[config.mk]
export PLATFORM = sky130hd
export DESIGN_NAME = group_reverse_stream_core
export DESIGN_NICKNAME = d
export VERILOG_FILES = /design/src/rtl/grs_pkg.sv /design/src/rtl/group_reverse_stream_core.sv /design/src/rtl/grs_store.sv /design/src/rtl/grs_front.sv /design/src/rtl/grs_jobq.sv /design/src/rtl/grs_back.sv
export SDC_FILE = /design/constraint.sdc
export NUM_CORES = 1
export LEC_CHECK = 0
export BUFFER_PORTS_ARGS = -buffer_cell sky130_fd_sc_hd__buf_2
export CELL_PAD_IN_SITES_DETAIL_PLACEMENT = 0
export CELL_PAD_IN_SITES_GLOBAL_PLACEMENT = 1
export CORE_ASPECT_RATIO = 0.8
export CORE_MARGIN = 2
export CORE_UTILIZATION = 40
export DETAILED_ROUTE_END_ITERATION = 16
export GPL_ROUTABILITY_DRIVEN = 0
export GPL_TIMING_DRIVEN = 0
export PLACE_DENSITY_LB_ADDON = 0.1
export SLEW_MARGIN = 10
export SYNTH_ARGS = -nofsm -noshare
export SYNTH_HDL_FRONTEND = slang
export SYNTH_SLANG_ARGS = --single-unit
[constraint.sdc]
create_clock -name clk -period 7.6 [get_ports clk]
set_clock_uncertainty 0.2 [all_clocks]
set_input_delay 0.38 -clock clk [delete_from_list [all_inputs] [get_ports clk]]
set_output_delay 0.38 -clock clk [all_outputs]
set_load 0.01 [all_outputs]
[src/rtl/grs_pkg.sv]
// Shared types and constants for the group reverse stream block.
// No dependencies; every other file imports this package.
`default_nettype none

package grs_pkg;

    localparam int GS_W  = 5;
    localparam int CNT_W = 7;
    localparam int DATA_W = 32;

    localparam logic [GS_W-1:0] GROUP_SIZE_RESET = 5'd2;
    localparam logic            REG_GROUP_SIZE   = 1'b0;

    typedef struct packed {
        logic signed [DATA_W-1:0] value;
        logic                     is_last;
    } in_beat_t;

    typedef struct packed {
        logic signed [DATA_W-1:0] value_out;
        logic                     run_last;
        logic                     stream_last;
    } out_beat_t;

    typedef struct packed {
        logic             bank;
        logic [CNT_W-1:0] count;
        logic             rev;
        logic             last;
    } job_t;

    typedef struct packed {
        logic valid;
        logic bank;
    } bank_rel_t;

endpackage

`default_nettype wire

[src/rtl/group_reverse_stream_core.sv]
// Top level of the group reverse stream block: config register and part wiring.
// Depends on grs_pkg, grs_front, grs_jobq, grs_store and grs_back.
//
// Values enter one beat per cycle and are written into one of two banks of a
// store of 2 x MAX_GROUP words. A group of group_size values (clamped to
// MAX_GROUP) leaves reversed, and a partial group closed by is_last leaves in
// arrival order; group_size 0 or 1 passes each value through. The front end
// fills one bank while the drain engine empties the other through the store's
// single read port at one value per cycle while the result queue has room. The
// first result of a group passes through the job queue, the drain job register,
// the store's read register and the result queue when the drain engine is free.
// Input stalls only while both banks are held.
// Writing group_size drops any partial group; write it only while idle.
`default_nettype none

module group_reverse_stream_core
    import grs_pkg::*;
#(
    parameter int MAX_GROUP = 16
) (
    input  wire logic        clk,
    input  wire logic        rst_n,
    input  wire logic        psel,
    input  wire logic        penable,
    input  wire logic        pwrite,
    input  wire logic [2:0]  paddr,
    input  wire logic [31:0] pwdata,
    output      logic [31:0] prdata,
    output      logic        pready,
    input  wire in_beat_t    item,
    input  wire logic        push,
    output      logic        full,
    output      out_beat_t   result,
    output      logic        empty,
    input  wire logic        pop
);

    localparam int AW = $clog2(MAX_GROUP);

    logic [GS_W-1:0] group_size_reg, group_size_next;
    logic            cfg_hit;
    logic            cfg_clr;

    logic            jq_push;
    logic            jq_full;
    logic            jq_pop;
    logic            jq_empty;
    job_t            jq_in;
    job_t            jq_out;
    bank_rel_t       rel;

    logic              wr_en;
    logic [AW:0]       wr_addr;
    logic [DATA_W-1:0] wr_data;
    logic              rd_en;
    logic [AW:0]       rd_addr;
    logic [DATA_W-1:0] rd_data;

    always_comb
    begin
        cfg_hit         = (paddr[2] == REG_GROUP_SIZE);
        cfg_clr         = psel && penable && pwrite && cfg_hit;
        group_size_next = cfg_clr ? pwdata[GS_W-1:0] : group_size_reg;
        prdata          = cfg_hit ? {{(32-GS_W){1'b0}}, group_size_reg} : 32'd0;
        pready          = 1'b1;
    end

    always_ff @(posedge clk or negedge rst_n)
    begin
        if (!rst_n)
        begin
            group_size_reg <= GROUP_SIZE_RESET;
        end
        else
        begin
            group_size_reg <= group_size_next;
        end
    end

    grs_front #(
        .MAX_GROUP (MAX_GROUP)
    ) u_front (
        .clk        (clk),
        .rst_n      (rst_n),
        .group_size (group_size_reg),
        .cfg_clr    (cfg_clr),
        .item       (item),
        .push       (push),
        .full       (full),
        .jq_full    (jq_full),
        .jq_push    (jq_push),
        .jq_job     (jq_in),
        .rel        (rel),
        .wr_en      (wr_en),
        .wr_addr    (wr_addr),
        .wr_data    (wr_data)
    );

    grs_jobq u_jobq (
        .clk     (clk),
        .rst_n   (rst_n),
        .push    (jq_push),
        .job_in  (jq_in),
        .full    (jq_full),
        .pop     (jq_pop),
        .job_out (jq_out),
        .empty   (jq_empty)
    );

    grs_store #(
        .AW (AW)
    ) u_store (
        .clk     (clk),
        .wr_en   (wr_en),
        .wr_addr (wr_addr),
        .wr_data (wr_data),
        .rd_en   (rd_en),
        .rd_addr (rd_addr),
        .rd_data (rd_data)
    );

    grs_back #(
        .MAX_GROUP (MAX_GROUP)
    ) u_back (
        .clk      (clk),
        .rst_n    (rst_n),
        .jq_empty (jq_empty),
        .jq_job   (jq_out),
        .jq_pop   (jq_pop),
        .rd_en    (rd_en),
        .rd_addr  (rd_addr),
        .rd_data  (rd_data),
        .rel      (rel),
        .result   (result),
        .empty    (empty),
        .pop      (pop)
    );

endmodule

`default_nettype wire

[src/rtl/grs_store.sv]
// Two-bank value store: one write port, one registered read port.
// Depends on grs_pkg for the data width.
`default_nettype none

module grs_store
    import grs_pkg::*;
#(
    parameter int AW = 4
) (
    input  wire logic              clk,
    input  wire logic              wr_en,
    input  wire logic [AW:0]       wr_addr,
    input  wire logic [DATA_W-1:0] wr_data,
    input  wire logic              rd_en,
    input  wire logic [AW:0]       rd_addr,
    output      logic [DATA_W-1:0] rd_data
);

    logic [DATA_W-1:0] mem [2**(AW+1)];
    logic [DATA_W-1:0] rd_data_reg;

    always_ff @(posedge clk)
    begin
        if (wr_en)
        begin
            mem[wr_addr] <= wr_data;
        end
    end

    always_ff @(posedge clk)
    begin
        if (rd_en)
        begin
            rd_data_reg <= mem[rd_addr];
        end
    end

    assign rd_data = rd_data_reg;

endmodule

`default_nettype wire

[src/rtl/grs_front.sv]
// Front end: accepts input beats, fills the current bank, issues drain jobs.
// Depends on grs_pkg; writes grs_store and feeds grs_jobq.
`default_nettype none

module grs_front
    import grs_pkg::*;
#(
    parameter int MAX_GROUP = 16
) (
    input  wire logic                        clk,
    input  wire logic                        rst_n,
    input  wire logic [GS_W-1:0]             group_size,
    input  wire logic                        cfg_clr,
    input  wire in_beat_t                    item,
    input  wire logic                        push,
    output      logic                        full,
    input  wire logic                        jq_full,
    output      logic                        jq_push,
    output      job_t                        jq_job,
    input  wire bank_rel_t                   rel,
    output      logic                        wr_en,
    output      logic [$clog2(MAX_GROUP):0]  wr_addr,
    output      logic [DATA_W-1:0]           wr_data
);

    localparam int CW = $clog2(MAX_GROUP + 1);
    localparam int AW = $clog2(MAX_GROUP);
    localparam int GW = (CW > GS_W) ? CW : GS_W;

    logic [CW-1:0] fill_reg, fill_next;
    logic          wr_bank_reg, wr_bank_next;
    logic [1:0]    busy_reg, busy_next;

    logic [GW-1:0] k_wide;
    logic [CW-1:0] k;
    logic [CW-1:0] n;
    logic          pass;
    logic          grp_full;
    logic          accept;
    logic          issue;

    always_comb
    begin
        k_wide = (GW'(group_size) > GW'(MAX_GROUP)) ? GW'(MAX_GROUP) : GW'(group_size);
        k        = k_wide[CW-1:0];
        n        = fill_reg + CW'(1);
        pass     = (k <= CW'(1));
        grp_full = (n == k);
        full     = busy_reg[wr_bank_reg] || jq_full;
        accept   = push && !full;
        issue    = accept && (pass || grp_full || item.is_last);
    end

    always_comb
    begin
        fill_next    = fill_reg;
        wr_bank_next = wr_bank_reg;
        busy_next    = busy_reg;
        if (rel.valid)
        begin
            busy_next[rel.bank] = 1'b0;
        end
        if (cfg_clr)
        begin
            fill_next = '0;
        end
        else if (accept)
        begin
            if (issue)
            begin
                fill_next              = '0;
                wr_bank_next           = !wr_bank_reg;
                busy_next[wr_bank_reg] = 1'b1;
            end
            else
            begin
                fill_next = n;
            end
        end
    end

    always_ff @(posedge clk or negedge rst_n)
    begin
        if (!rst_n)
        begin
            fill_reg    <= '0;
            wr_bank_reg <= 1'b0;
            busy_reg    <= '0;
        end
        else
        begin
            fill_reg    <= fill_next;
            wr_bank_reg <= wr_bank_next;
            busy_reg    <= busy_next;
        end
    end

    assign wr_en   = accept;
    assign wr_addr = {wr_bank_reg, fill_reg[AW-1:0]};
    assign wr_data = item.value;

    assign jq_push      = issue;
    assign jq_job.bank  = wr_bank_reg;
    assign jq_job.count = CNT_W'(n);
    assign jq_job.rev   = grp_full;
    assign jq_job.last  = item.is_last;

endmodule

`default_nettype wire

[src/rtl/grs_jobq.sv]
// Two-entry job queue between the front end and the drain engine.
// Depends on grs_pkg for the job descriptor.
`default_nettype none

module grs_jobq
    import grs_pkg::*;
(
    input  wire logic clk,
    input  wire logic rst_n,
    input  wire logic push,
    input  wire job_t job_in,
    output      logic full,
    input  wire logic pop,
    output      job_t job_out,
    output      logic empty
);

    job_t       slot_reg [2];
    logic       wr_ptr_reg, wr_ptr_next;
    logic       rd_ptr_reg, rd_ptr_next;
    logic [1:0] cnt_reg, cnt_next;
    logic       do_push;
    logic       do_pop;

    always_comb
    begin
        full        = (cnt_reg == 2'd2);
        empty       = (cnt_reg == 2'd0);
        do_push     = push && !full;
        do_pop      = pop && !empty;
        wr_ptr_next = do_push ? !wr_ptr_reg : wr_ptr_reg;
        rd_ptr_next = do_pop ? !rd_ptr_reg : rd_ptr_reg;
        cnt_next    = cnt_reg + {1'b0, do_push} - {1'b0, do_pop};
    end

    always_ff @(posedge clk or negedge rst_n)
    begin
        if (!rst_n)
        begin
            wr_ptr_reg <= 1'b0;
            rd_ptr_reg <= 1'b0;
            cnt_reg    <= '0;
        end
        else
        begin
            wr_ptr_reg <= wr_ptr_next;
            rd_ptr_reg <= rd_ptr_next;
            cnt_reg    <= cnt_next;
        end
    end

    always_ff @(posedge clk)
    begin
        if (do_push)
        begin
            slot_reg[wr_ptr_reg] <= job_in;
        end
    end

    assign job_out = slot_reg[rd_ptr_reg];

endmodule

`default_nettype wire

[src/rtl/grs_back.sv]
// Drain engine: walks one bank per job, forward or reversed, into a result queue.
// Depends on grs_pkg; reads grs_store and pops grs_jobq.
`default_nettype none

module grs_back
    import grs_pkg::*;
#(
    parameter int MAX_GROUP = 16
) (
    input  wire logic                        clk,
    input  wire logic                        rst_n,
    input  wire logic                        jq_empty,
    input  wire job_t                        jq_job,
    output      logic                        jq_pop,
    output      logic                        rd_en,
    output      logic [$clog2(MAX_GROUP):0]  rd_addr,
    input  wire logic [DATA_W-1:0]           rd_data,
    output      bank_rel_t                   rel,
    output      out_beat_t                   result,
    output      logic                        empty,
    input  wire logic                        pop
);

    localparam int CW = $clog2(MAX_GROUP + 1);
    localparam int AW = $clog2(MAX_GROUP);

    localparam logic ST_IDLE  = 1'b0;
    localparam logic ST_DRAIN = 1'b1;

    logic          state_reg, state_next;
    job_t          job_reg, job_next;
    logic [CW-1:0] idx_reg, idx_next;
    logic          pend_reg;
    logic          rl_reg;
    logic          sl_reg;

    out_beat_t     ofifo_reg [2];
    logic          owr_ptr_reg, owr_ptr_next;
    logic          ord_ptr_reg, ord_ptr_next;
    logic [1:0]    ocnt_reg, ocnt_next;

    logic [CW-1:0] cnt;
    logic [CW-1:0] rd_idx;
    logic          last_idx;
    logic          pop_now;
    logic [2:0]    credit;
    logic          issue;
    logic          finish;

    always_comb
    begin
        cnt      = job_reg.count[CW-1:0];
        last_idx = (idx_reg == cnt - CW'(1));
        pop_now  = pop && (ocnt_reg != 2'd0);
        credit   = {1'b0, ocnt_reg} + {2'b0, pend_reg} - {2'b0, pop_now};
        issue    = (state_reg == ST_DRAIN) && (credit < 3'd2);
        finish   = issue && last_idx;
        jq_pop   = !jq_empty && ((state_reg == ST_IDLE) || finish);
        rd_idx   = job_reg.rev ? (cnt - CW'(1) - idx_reg) : idx_reg;
    end

    always_comb
    begin
        state_next = state_reg;
        job_next   = job_reg;
        idx_next   = idx_reg;
        case (state_reg)
            ST_IDLE:
            begin
                if (jq_pop)
                begin
                    state_next = ST_DRAIN;
                    job_next   = jq_job;
                    idx_next   = '0;
                end
            end
            ST_DRAIN:
            begin
                if (jq_pop)
                begin
                    job_next = jq_job;
                    idx_next = '0;
                end
                else if (finish)
                begin
                    state_next = ST_IDLE;
                end
                else if (issue)
                begin
                    idx_next = idx_reg + CW'(1);
                end
            end
            default:
            begin
                state_next = ST_IDLE;
            end
        endcase
    end

    always_comb
    begin
        owr_ptr_next = pend_reg ? !owr_ptr_reg : owr_ptr_reg;
        ord_ptr_next = pop_now ? !ord_ptr_reg : ord_ptr_reg;
        ocnt_next    = ocnt_reg + {1'b0, pend_reg} - {1'b0, pop_now};
    end

    always_ff @(posedge clk or negedge rst_n)
    begin
        if (!rst_n)
        begin
            state_reg   <= ST_IDLE;
            idx_reg     <= '0;
            pend_reg    <= 1'b0;
            owr_ptr_reg <= 1'b0;
            ord_ptr_reg <= 1'b0;
            ocnt_reg    <= '0;
        end
        else
        begin
            state_reg   <= state_next;
            idx_reg     <= idx_next;
            pend_reg    <= issue;
            owr_ptr_reg <= owr_ptr_next;
            ord_ptr_reg <= ord_ptr_next;
            ocnt_reg    <= ocnt_next;
        end
    end

    always_ff @(posedge clk)
    begin
        job_reg <= job_next;
        rl_reg  <= last_idx;
        sl_reg  <= last_idx && job_reg.last;
        if (pend_reg)
        begin
            ofifo_reg[owr_ptr_reg] <= '{value_out: rd_data, run_last: rl_reg,
                                        stream_last: sl_reg};
        end
    end

    assign rd_en     = issue;
    assign rd_addr   = {job_reg.bank, rd_idx[AW-1:0]};
    assign rel.valid = finish;
    assign rel.bank  = job_reg.bank;
    assign result    = ofifo_reg[ord_ptr_reg];
    assign empty     = (ocnt_reg == 2'd0);

endmodule

`default_nettype wire

==> Word level (Yosys, flattened, before mapping) <==
Memory sizes are Yosys's and may differ from the RTL's. A register that Yosys moved wholly into a read port is not among the register bits.
Index checks and enable logic that the tools add are counted.
W data, S select, Z words.
{ "word_totals": {"ff_bits": 30, "ram_bits": 1108, "in_bits": 75, "output_inout_bits": 69, "wordCells": 110, "mem_count": 3} }
{ "classes": {"addsub": 10, "order_cmp": 7, "n_eq_ne": 6, "n_mux": 31, "bitwise": 6, "n_reduce_logical": 32} }
{ "mem_list": {"columns": ["name", "depth", "word_bits", "rd", "rd_ports_with_merged_regs", "write_ports", "line", "source"], "rows": [
  ["u_store.mem", 32, 32, 1, 1, 1, "grs_store.sv:19", "logic [DATA_W-1:0] mem [2**(AW+1)];"],
  ["u_back.ofifo_reg", 2, 34, 1, 0, 1, "grs_back.sv:37", "out_beat_t ofifo_reg [2];"],
  ["u_jobq.slot_reg", 2, 8, 1, 1, 1, "grs_jobq.sv:18", "job_t slot_reg [2];"]
]} }
{ "op_table": {"columns": ["cell", "count"], "rows": [
  ["$mux W5", 9],
  ["$logic_and A1 B1 Y1", 14],
  ["$mux W1", 13],
  ["$add A5 B1 Y5 const B", 2],
  ["$eq A5 B5 Y1", 2],
  ["$pmux W5 S2", 1],
  ["$logic_not A1 Y1", 8],
  ["$mux W2", 4],
  ["$ne A3 B2 Y1 const B", 2],
  ["$reduce_and A3 Y1", 2],
  ["$gt A5 B5 Y1 const B", 1],
  ["$le A5 B1 Y1 const B", 1],
  ["$sub A5 B1 Y5 const B", 1],
  ["$add A2 B1 Y2", 2],
  ["$logic_not A2 Y1", 2],
  ["$logic_or A1 B1 Y1", 4],
  ["$lt A1 B2 Y1 const B", 2],
  ["$mux W4", 1],
  ["$reduce_bool A2 Y1", 2],
  ["$sub A2 B1 Y2", 2],
  ["$sub A4 B4 Y4", 1],
  ["$add A2 B1 Y3", 1],
  ["$lt A3 B2 Y1 const B", 1],
  ["$not A1 Y1", 3],
  ["other kinds (9)", 11]
]} }

==> Longest topological paths before layout <==
Gate-level depths: netlist (run 1).
{ "logic_depth": {"ltp_word": 11, "mapped_depth": 17, "mapped_depth_nobuf": 16} }

==> Hierarchy <==
From an unflattened synthesis (run 1), not the netlist that was laid out.
{ "hier_totals": {"hier_cells": 2676, "hier_area_um2": 46706.0} }
{ "by_module_without_submodules": {"columns": ["mod", "n_inst", "cells_each", "area_each_um2", "seq_area_each_um2"], "rows": [
  ["grs_store", 1, 2260, 40805.4, 31710.4],
  ["grs_back", 1, 213, 3579.7, 2597.5],
  ["grs_front", 1, 107, 924.6, 200.2],
  ["grs_jobq", 1, 49, 924.6, 700.7],
  ["group_reverse_stream_core", 1, 47, 471.7, 126.4]
]} }

==> Worst setup path before layout (run 1) <==
Ideal clock, no wire load.
{ "synth_timing": {"path_kind": "flip-flop to flip-flop", "from": "register u_back.ocnt_reg[1]", "to": "register u_jobq.cnt_reg[1]", "setup_ns": 0.080, "t_arrival_ns": 4.641, "required_time_ns": 7.320, "setup_slack_ns": 2.679, "path_stages_with_launch": 18, "path_buffers": 1, "synth_period_minus_slack_ns": 4.921, "path_cell_list": "dfrtp_1 nor2_1 nor2b_1 ha_1 inv_1 ha_1 inv_1 fa_1 xnor2_1 and3_1 clkbuf_1 nand2_1 a21oi_1 ha_1 inv_1 ha_1 xnor2_1 xnor2_1"} }
{ "synth_between": {"elab_chain_len": 10, "word_cells_on_any_way": 11, "cone_classes": "add/sub (3); order compare (1); reduce/logical (7)"} }
{ "synth_rtl": {"columns": ["item", "line", "source"], "rows": [
  ["from (decl)", "grs_back.sv:40", "logic [1:0] ocnt_reg, ocnt_next;"],
  ["from (signal assigned)", "grs_back.sv:125", "ocnt_reg <= ocnt_next;"],
  ["$reduce_bool A2 Y1", "grs_back.sv:54", "pop_now = pop && (ocnt_reg != 2'd0);"],
  ["$logic_and A1 B1 Y1", "grs_back.sv:54", null],
  ["via u_back.pop_now", "grs_back.sv:45", "logic pop_now;"],
  ["$sub A3 B1 Y3", "grs_back.sv:55", "credit = {1'b0, ocnt_reg} + {2'b0, pend_reg} - {2'b0, pop_now};"],
  ["$lt A3 B2 Y1", "grs_back.sv:56", "issue = (state_reg == ST_DRAIN) && (credit < 3'd2);"],
  ["$logic_and A1 B1 Y1", "grs_back.sv:56", null],
  ["via rd_en", "group_reverse_stream_core.sv:55", "logic rd_en;"],
  ["$logic_and A1 B1 Y1", "grs_back.sv:57", "finish = issue && last_idx;"],
  ["$logic_or A1 B1 Y1", "grs_back.sv:58", "jq_pop = !jq_empty && ((state_reg == ST_IDLE) || finish);"],
  ["$logic_and A1 B1 Y1", "grs_back.sv:58", null],
  ["via jq_pop", "group_reverse_stream_core.sv:46", "logic jq_pop;"],
  ["$logic_and A1 B1 Y1", "grs_jobq.sv:30", "do_pop = pop && !empty;"],
  ["$sub A2 B1 Y2", "grs_jobq.sv:33", "cnt_next = cnt_reg + {1'b0, do_push} - {1'b0, do_pop};"],
  ["via u_jobq.cnt_next[1]", "grs_jobq.sv:21", "logic [1:0] cnt_reg, cnt_next;"],
  ["to (signal assigned)", "grs_jobq.sv:48", "cnt_reg <= cnt_next;"],
  ["to (decl)", "grs_jobq.sv:21", null]
]} }
The timed path passes the listed nets, and every way through them passes these cells.
A chain may end at the register's enable or synchronous reset.

==> Worst setup path after layout (run 1) <==
{ "layout_timing": {"from": "register u_back.idx_reg[0]", "to": "register u_store.rd_data_reg[18], in the netlist u_store.rd_data[18] (read register of u_store.mem) (data pin)"} }
{ "layout_between": {"elab_chain_len": 2} }
{ "layout_rtl": {"columns": ["item", "line", "source"], "rows": [
  ["from (decl)", "grs_back.sv:32", "logic [CW-1:0] idx_reg, idx_next;"],
  ["from (signal assigned)", "grs_back.sv:121", "idx_reg <= idx_next;"],
  ["$sub A4 B4 Y4", "grs_back.sv:59", "rd_idx = job_reg.rev ? (cnt - CW'(1) - idx_reg) : idx_reg;"],
  ["$mux W4 *", "grs_back.sv:59", null],
  ["to (decl)", "grs_store.sv:20", "logic [DATA_W-1:0] rd_data_reg;"]
]} }
Mark *: on every way between the ends. The rest lies on a longest branch, timed or not.

==> results of run 1 <==
how the worst max path moves through the flow:
stage                     depth (start not counted)                   to  slack (ns)                start
after floorplan                                  17    u_jobq.cnt_reg[1]        2.68   u_back.ocnt_reg[1]
after global placement                            6   u_store.mem[29][8]        1.66  u_front.wr_bank_reg
final                                            10  u_store.rd_data[18]        1.95    u_back.idx_reg[0]
after detailed placement                         10  u_store.rd_data[20]        2.14    u_back.idx_reg[0]
after CTS                                        10  u_store.rd_data[20]        2.10    u_back.idx_reg[0]
after global routing                             11  u_store.rd_data[22]        1.91        u_back.cnt[0]
synth_stat cells, drive strengths merged (38+ instances only):
| library cell | count |
|---|---|
| a21o | 64 |
| a2bb2oi | 64 |
| and3 | 38 |
| buf | 154 |
| clkbuf | 220 |
| edfxtp | 1148 |
| mux2 | 43 |
| nand2 | 293 |
| nand3 | 73 |
| nand4b | 65 |
| nor2 | 430 |
| nor2b | 42 |
| nor3 | 97 |
| o211ai | 352 |
| o21ai | 140 |
| o221a | 64 |
| o311ai | 96 |
| o31a | 65 |
worst register-to-register path: cells and delay by family, from the launching register on:
kind	cells	cell delay, ns
adders and majority gates	2	0.92
buffers and inverters	4	1.84
and+or+nand+nor	2	0.52
DFF	1	0.53
AOI/OAI and AO/OA	2	1.38
power by group through the flow:
stage               registers (mW)  clock network (mW)  logic [mW]
floorplan                     7.92                   0        5.45
CTS                           7.84                6.15        9.82
global route                  7.88                6.40        10.5
finish                        7.84                6.07        10.0
detailed placement            7.97                   0        9.77
global placement              7.98                   0        9.49
final cells by class:
type                       count  area, um2
clock inverter                67        776
clock buffer                 158       3200
sequential                  1178      35200
inverter                      27        101
buffer                       374       1720
timing repair buffer         145       1510
antenna                       17       42.5
multi-input combinational   2322      15400
tap                         1740       2180
fill                       11700      69000
what timing repair did:
| action | CTS | global route |
|---|---|---|
| hold buffers | 10 | 0 |
| gates resized for setup | 0 | 0 |
| setup endpoints to repair | 0 | 0 |
| endpoints found under the hold margin | 69 | 0 |
through the flow:
step	area, um2	std cells
3_5_place_dp	56100	5776
5_1_grt	60100	6012
4_1_cts	60100	6011
3_3_place_gp	54700	5727
2_1_floorplan	52100	3901
6_report	60200	6028
layer usage:
| metal | vias up | wire length [um] |
|---|---|---|
| li1 | 15900 | - |
| met1 | 18600 | 86200 |
| met2 | 1906 | 78800 |
| met3 | 263 | 20500 |
| met4 | 18 | 6540 |
| met5 | - | 115 |
kinds of logic (layout without fill, tap and decap cells):
logic type / after synthesis / after routing / share of synthesized area
XOR/XNOR: 21 / 21 / 0.00368
adder cells (fa/ha/maj): 15 / 15 / 0.00390
AO/OA/AOI/OAI: 1091 / 1091 / 0.166
flip-flops: 1178 / 1178 / 0.678
AND/OR/NAND/NOR: 1089 / 1089 / 0.0972
buffers and inverters: 401 / 771 / 0.0350
other: 2 / 45 / 0.000144
multiplexers: 78 / 78 / 0.0163
==> metrics.yaml, run 1 <==
p_sw_mw: 9.89
path_cells: "ha_1 > fa_1 > buf_2 > buf_2 > buf_2 > clkbuf_1 > nor3_1 > o311ai_1 > o211ai_1 > and4_1"
fp.dieH_um: 326
cts_buffers: 121
power_frac_seq: 0.327
syn_inst: 3875
worst_slack_ns: 1.95
r2r_slack_ns: 1.95
finalSetupTns_ns: 0
finalCritPeriodShare: 0.744
yosys.area.top_type: "edfxtp_1"
wl_per_cell_um: 31.9
crit_buf_inv: 4
use_met3: 0.0705
finalHoldViolCount: 0
drv_cap: 1
layout_commonest_cell: "edfxtp_1"
cts_tree: "built"
dr.pass1.iters: 5
drt-total-wl_um: 192000
outcome: "finished with violations"
slew_headroom: -0.0512
antenna_found_initial: 41
busiest_layer: "met1"
dieArea_um2: 133000
fin_util: 0.466
r2r_cells: 10
ys.flop_type: "edfxtp_1"
cp_slowest_stage_delay_ns: 0.80
synthDistinctLibCells: 71
worst_setup_path_start_kind: "register"
clk_pin_slew_worst_paths_ns: 0.07
worstSetupPathType: "register to register"
first_global_vias: 34500
cts_root_buf: "clkbuf_16"
rr_startpoint: "u_back.idx_reg[0]"
drtIter0Drc: 4991
r2r-end: "u_store.rd_data[18]"
cts_sinks: 1178
vias: 36700
areaGrowthSynthToFinish_pct: 15.8
crit_slowest_cell: "o311ai_1"
overflow: 0
use_met2: 0.396
nets: 4259
finalPower_mw: 23.9
synth_edf_count: 1148
ir_drop_uv: 227
numPortBuffers: 86
clkLatencyLatePin_ns: 0.77
vias_per_cell: 6.08
layout_common_cells: "edfxtp_1 (1148), nor2_1 (397), o211ai_1 (352), nand2_1 (293), clkbuf_1 (249)"
intPower_mw: 14.0
gr-usage-all-layers: 0.286
syn_avg_cell_area_um2: 13.4
grt_max_degree: 35
core_um2: 129000
power_density_nw_per_um2: 398
start_util: 0.402
synthTopCellsByArea: "edfxtp_1 (66%), o211ai_1 (5.1%), nor2_1 (3.1%)"
pwr-share-comb: 0.419
holdWs_ns: 0.0297
grt_setup_unrepaired: "no"
pwr-share-clk: 0.253
required_ns: 7.88
num_io_pins: 144
drive_gt1_frac: 0.147
async_reset_ff_frac: 0.0238
ant_nets: 0
cts_buffer_depth: 3
cp-end-kind: "register"
finalSetupViolCount: 0
cts_max_level: 3
yosysWarnings: 0
post_cts_buffers: 0
hold_path_class: "primary input to async pin"
use_met1: 0.436
worst_slew_pin_slew_ns: 1.55
swShare: 0.413
largest_reg_flops: 1024
place_ws_ns: 2.14
drv_slew: 2
netlist_area_um2: 52000
critPathTopFamily: "buffers and inverters"
yosysSeqAreaShare: 0.678
fmax_ghz: 0.177
rows: 118
min_period_ns: 5.65
cpMostUsedCell: "buf_2"
hpwl_um: 135000
ys_ff_latch: 1178
failed_checks: "max-capacitance violations, max-slew violations"
crit_fanout: 10
yosysTopAreaCellShare: 0.663
die_w_um: 407
leakage_nw: 19.4
critPathArrivalTime_ns: 5.93
grt_pass1_wl_um: 267000
drc: 0
Note: power is estimated with default switching activity, not from simulation.
==> inputs of run 2 (changes only) <==
==> constraint.sdc (replaced) <==
create_clock -name clk -period 4.9 [get_ports clk]
set_clock_uncertainty 0.2 [all_clocks]
set_input_delay 0.245 -clock clk [delete_from_list [all_inputs] [get_ports clk]]
set_output_delay 0.245 -clock clk [all_outputs]
set_load 0.01 [all_outputs]
==> run 2 against run 1 <==
Compared with the run above:
- the run ends with negative setup slack left
- utilization up 0.54 points
- wire length up 0.56%
- sequential share of layout area down 0.67 points
- first-iteration DRC count down 5.1%
- non-clock buffer count up 30
- die area unchanged
==> metrics.yaml, run 2 (same netlist as run 1, synthesis figures left out) <==
power_density_nw_per_um2: 618  # +55%
wl_per_cell_um: 31.9  # about the same
nets: 4298  # +0.92%
leakage_nw: 19.6  # +1.3%
crit_fanout: 10  # unchanged
min_period_ns: 4.96  # -0.691 ns
core_um2: 129000  # unchanged
slew_headroom: 0.139  # +0.190
grt_max_degree: 38  # +8.6%
stdcell_count: 6060  # +0.53%
worst_slack_ns: -0.0631  # -2.01 ns
cts_buffer_depth: 3  # unchanged
first_global_vias: 35000  # +1.3%
layout_commonest_cell: "edfxtp_1"
areaGrowthSynthToFinish_pct: 17.1
worstSetupPathType: "register to register"
gr-usage-all-layers: 0.288  # +0.00193
drv_slew: 0  # -2
vias: 36700  # +0.049%
failed_checks: "negative setup slack"
numPortBuffers: 86  # unchanged
busiest_layer: "met1"
dieArea_um2: 133000  # unchanged
antenna_found_initial: 35  # -15%
finalSetupViolCount: 6  # +6
rows: 118  # unchanged
fp.dieH_um: 326  # unchanged
drtIter0Drc: 4737  # -5.1%
cts_buffers: 130  # +7.4%
ir_drop_uv: 403  # +77%
dr.pass1.iters: 5  # unchanged
overflow: 0  # unchanged
cts_root_buf: "clkbuf_16"
drc: 0  # unchanged
die_w_um: 407  # unchanged
cts_max_level: 4  # +1
outcome: "finished with violations"
required_ns: 5.27  # -2.61 ns
hpwl_um: 132000  # -2.1%
finalHoldViolCount: 0  # unchanged
hold_path_class: "primary input to register"
cts_tree: "built"
placed_cell_area_um2: 56000  # -0.19%
use_met2: 0.415  # +0.0187
use_met3: 0.0637  # -0.00681
num_io_pins: 144  # unchanged
drt-total-wl_um: 193000  # +0.56%
ant_nets: 0  # unchanged
fill_cells: 11500  # -1.2%
worst_setup_path_start_kind: "register"
drive_gt1_frac: 0.156  # +0.00958
vias_per_cell: 6.05  # -0.48%
cp-end-kind: "register"
clkLatencyLatePin_ns: 0.79  # +0.02 ns
fmax_ghz: 0.201  # +14%
worst_slew_pin_slew_ns: 1.29  # -0.264 ns
grt_setup_unrepaired: "no"
numPlacedInstances: 5773  # -0.052%
clk_pin_slew_worst_paths_ns: 0.06  # about the same
largest_reg_flops: 1024  # unchanged
cts_sinks: 1178  # unchanged
grt_pass1_wl_um: 269000  # +0.62%
finalCritPeriodShare: 1.01  # +0.269
layout_common_cells: "edfxtp_1 (1148), nor2_1 (397), o211ai_1 (352), nand2_1 (293), clkbuf_1 (234)"
start_util: 0.402  # unchanged
critPathArrivalTime_ns: 5.33  # -0.60 ns
use_met1: 0.430  # -0.00596
drv_cap: 0  # -1
design_area_um2: 60900  # +1.2%
==> run 2: changes by cell type in the layout (fill, tap and decap cells not counted), sizes merged, moves of 3 or more <==
cell	delta
diode	-7
bufinv	-6
clkinv	+4
clkbuf	+3
dlygate4sd3	+32
inv	+8
==> run 2: critical path, cell delays in order (launching register included) <==
cell,delay (ns)
dfrtp_1,0.53
ha_1,0.29
fa_1,0.63
buf_4,0.31
buf_4,0.34
buf_2,0.39
clkbuf_1,0.49
o211ai_1,0.17
o221a_2,0.16
o211ai_1,0.73
and4_1,0.49
==> run 2: stage by stage <==
| step | hold WS, ns | TNS [ns] | setup slack (ns) | total power [mW] | util |
|---|---|---|---|---|---|
| finish | 0.0208 | -0.232 | -0.0631 | 37.6 | 0.471 |
| global placement | 0.139 | -755.52 | -1.14 | 27.2 | 0.423 |
| CTS | 0.00329 | 0 | 0.00747 | 37.4 | 0.470 |
| floorplan | -0.251 | 0 | 0.528 | 20.7 | - |
| global route | 0.0192 | 0 | 0.0153 | 38.9 | 0.471 |
| detailed placement | 0.133 | -16.69 | -0.916 | 27.5 | 0.433 |
==> run 2: power by group <==
part | internal (mW) | switching, mW
combinational | 4.62 | 11.1
clock | 5.49 | 4.23
sequential | 11.9 | 0.246
total | 22.0 | 15.6
==> run 2: layout make-up <==
| class | count | area, um2 | area share |
|---|---|---|---|
| flip-flops and latches | 1178 | 35200 | 0.578 |
| multi-input cells | 2322 | 15700 | 0.259 |
| clock buffers | 162 | 3480 | 0.0571 |
| well taps | 1740 | 2180 | 0.0358 |
| repair buffers | 176 | 1770 | 0.0291 |
| plain buffers | 373 | 1730 | 0.0284 |
| clock inverters | 72 | 629 | 0.0103 |
| inverters | 27 | 101 | 0.00166 |
| diodes | 10 | 25.0 | 0.000411 |
==> run 2: path summary, 6_finish.rpt <==
kind                                   start                endpoint  slack, ns  cells past startpoint
max                        u_back.idx_reg[0]      u_store.rd_data[7]      -0.06                     10
min                                  item[6]      u_store.mem[20][5]       0.02                      1
max reg2reg                u_back.idx_reg[0]      u_store.rd_data[7]      -0.06                     10
min reg2reg                    u_back.sl_reg  u_back.ofifo_reg[0][0]       0.24                      0
max in group asynchronous              rst_n       u_jobq.rd_ptr_reg       4.00                      4
min in group asynchronous              rst_n       group_size_reg[1]       0.33                      3
==> run 2: per-layer routing <==
| layer | wire length, um | vias to the layer above |
|---|---|---|
| met3 | 19000 | 242 |
| met5 | 256 | - |
| met1 | 85700 | 18800 |
| li1 | - | 15900 |
| met2 | 82900 | 1662 |
| met4 | 5280 | 6 |
==> run 2: timing repair <==
item	in CTS	in global routing
hold buffers	43	0
resized for setup	40	9
gates cloned	0	0
endpoints found under the hold margin	624	0
endpoints found under the setup margin	34	9
pin swaps	11	2
setup buffers	1	0
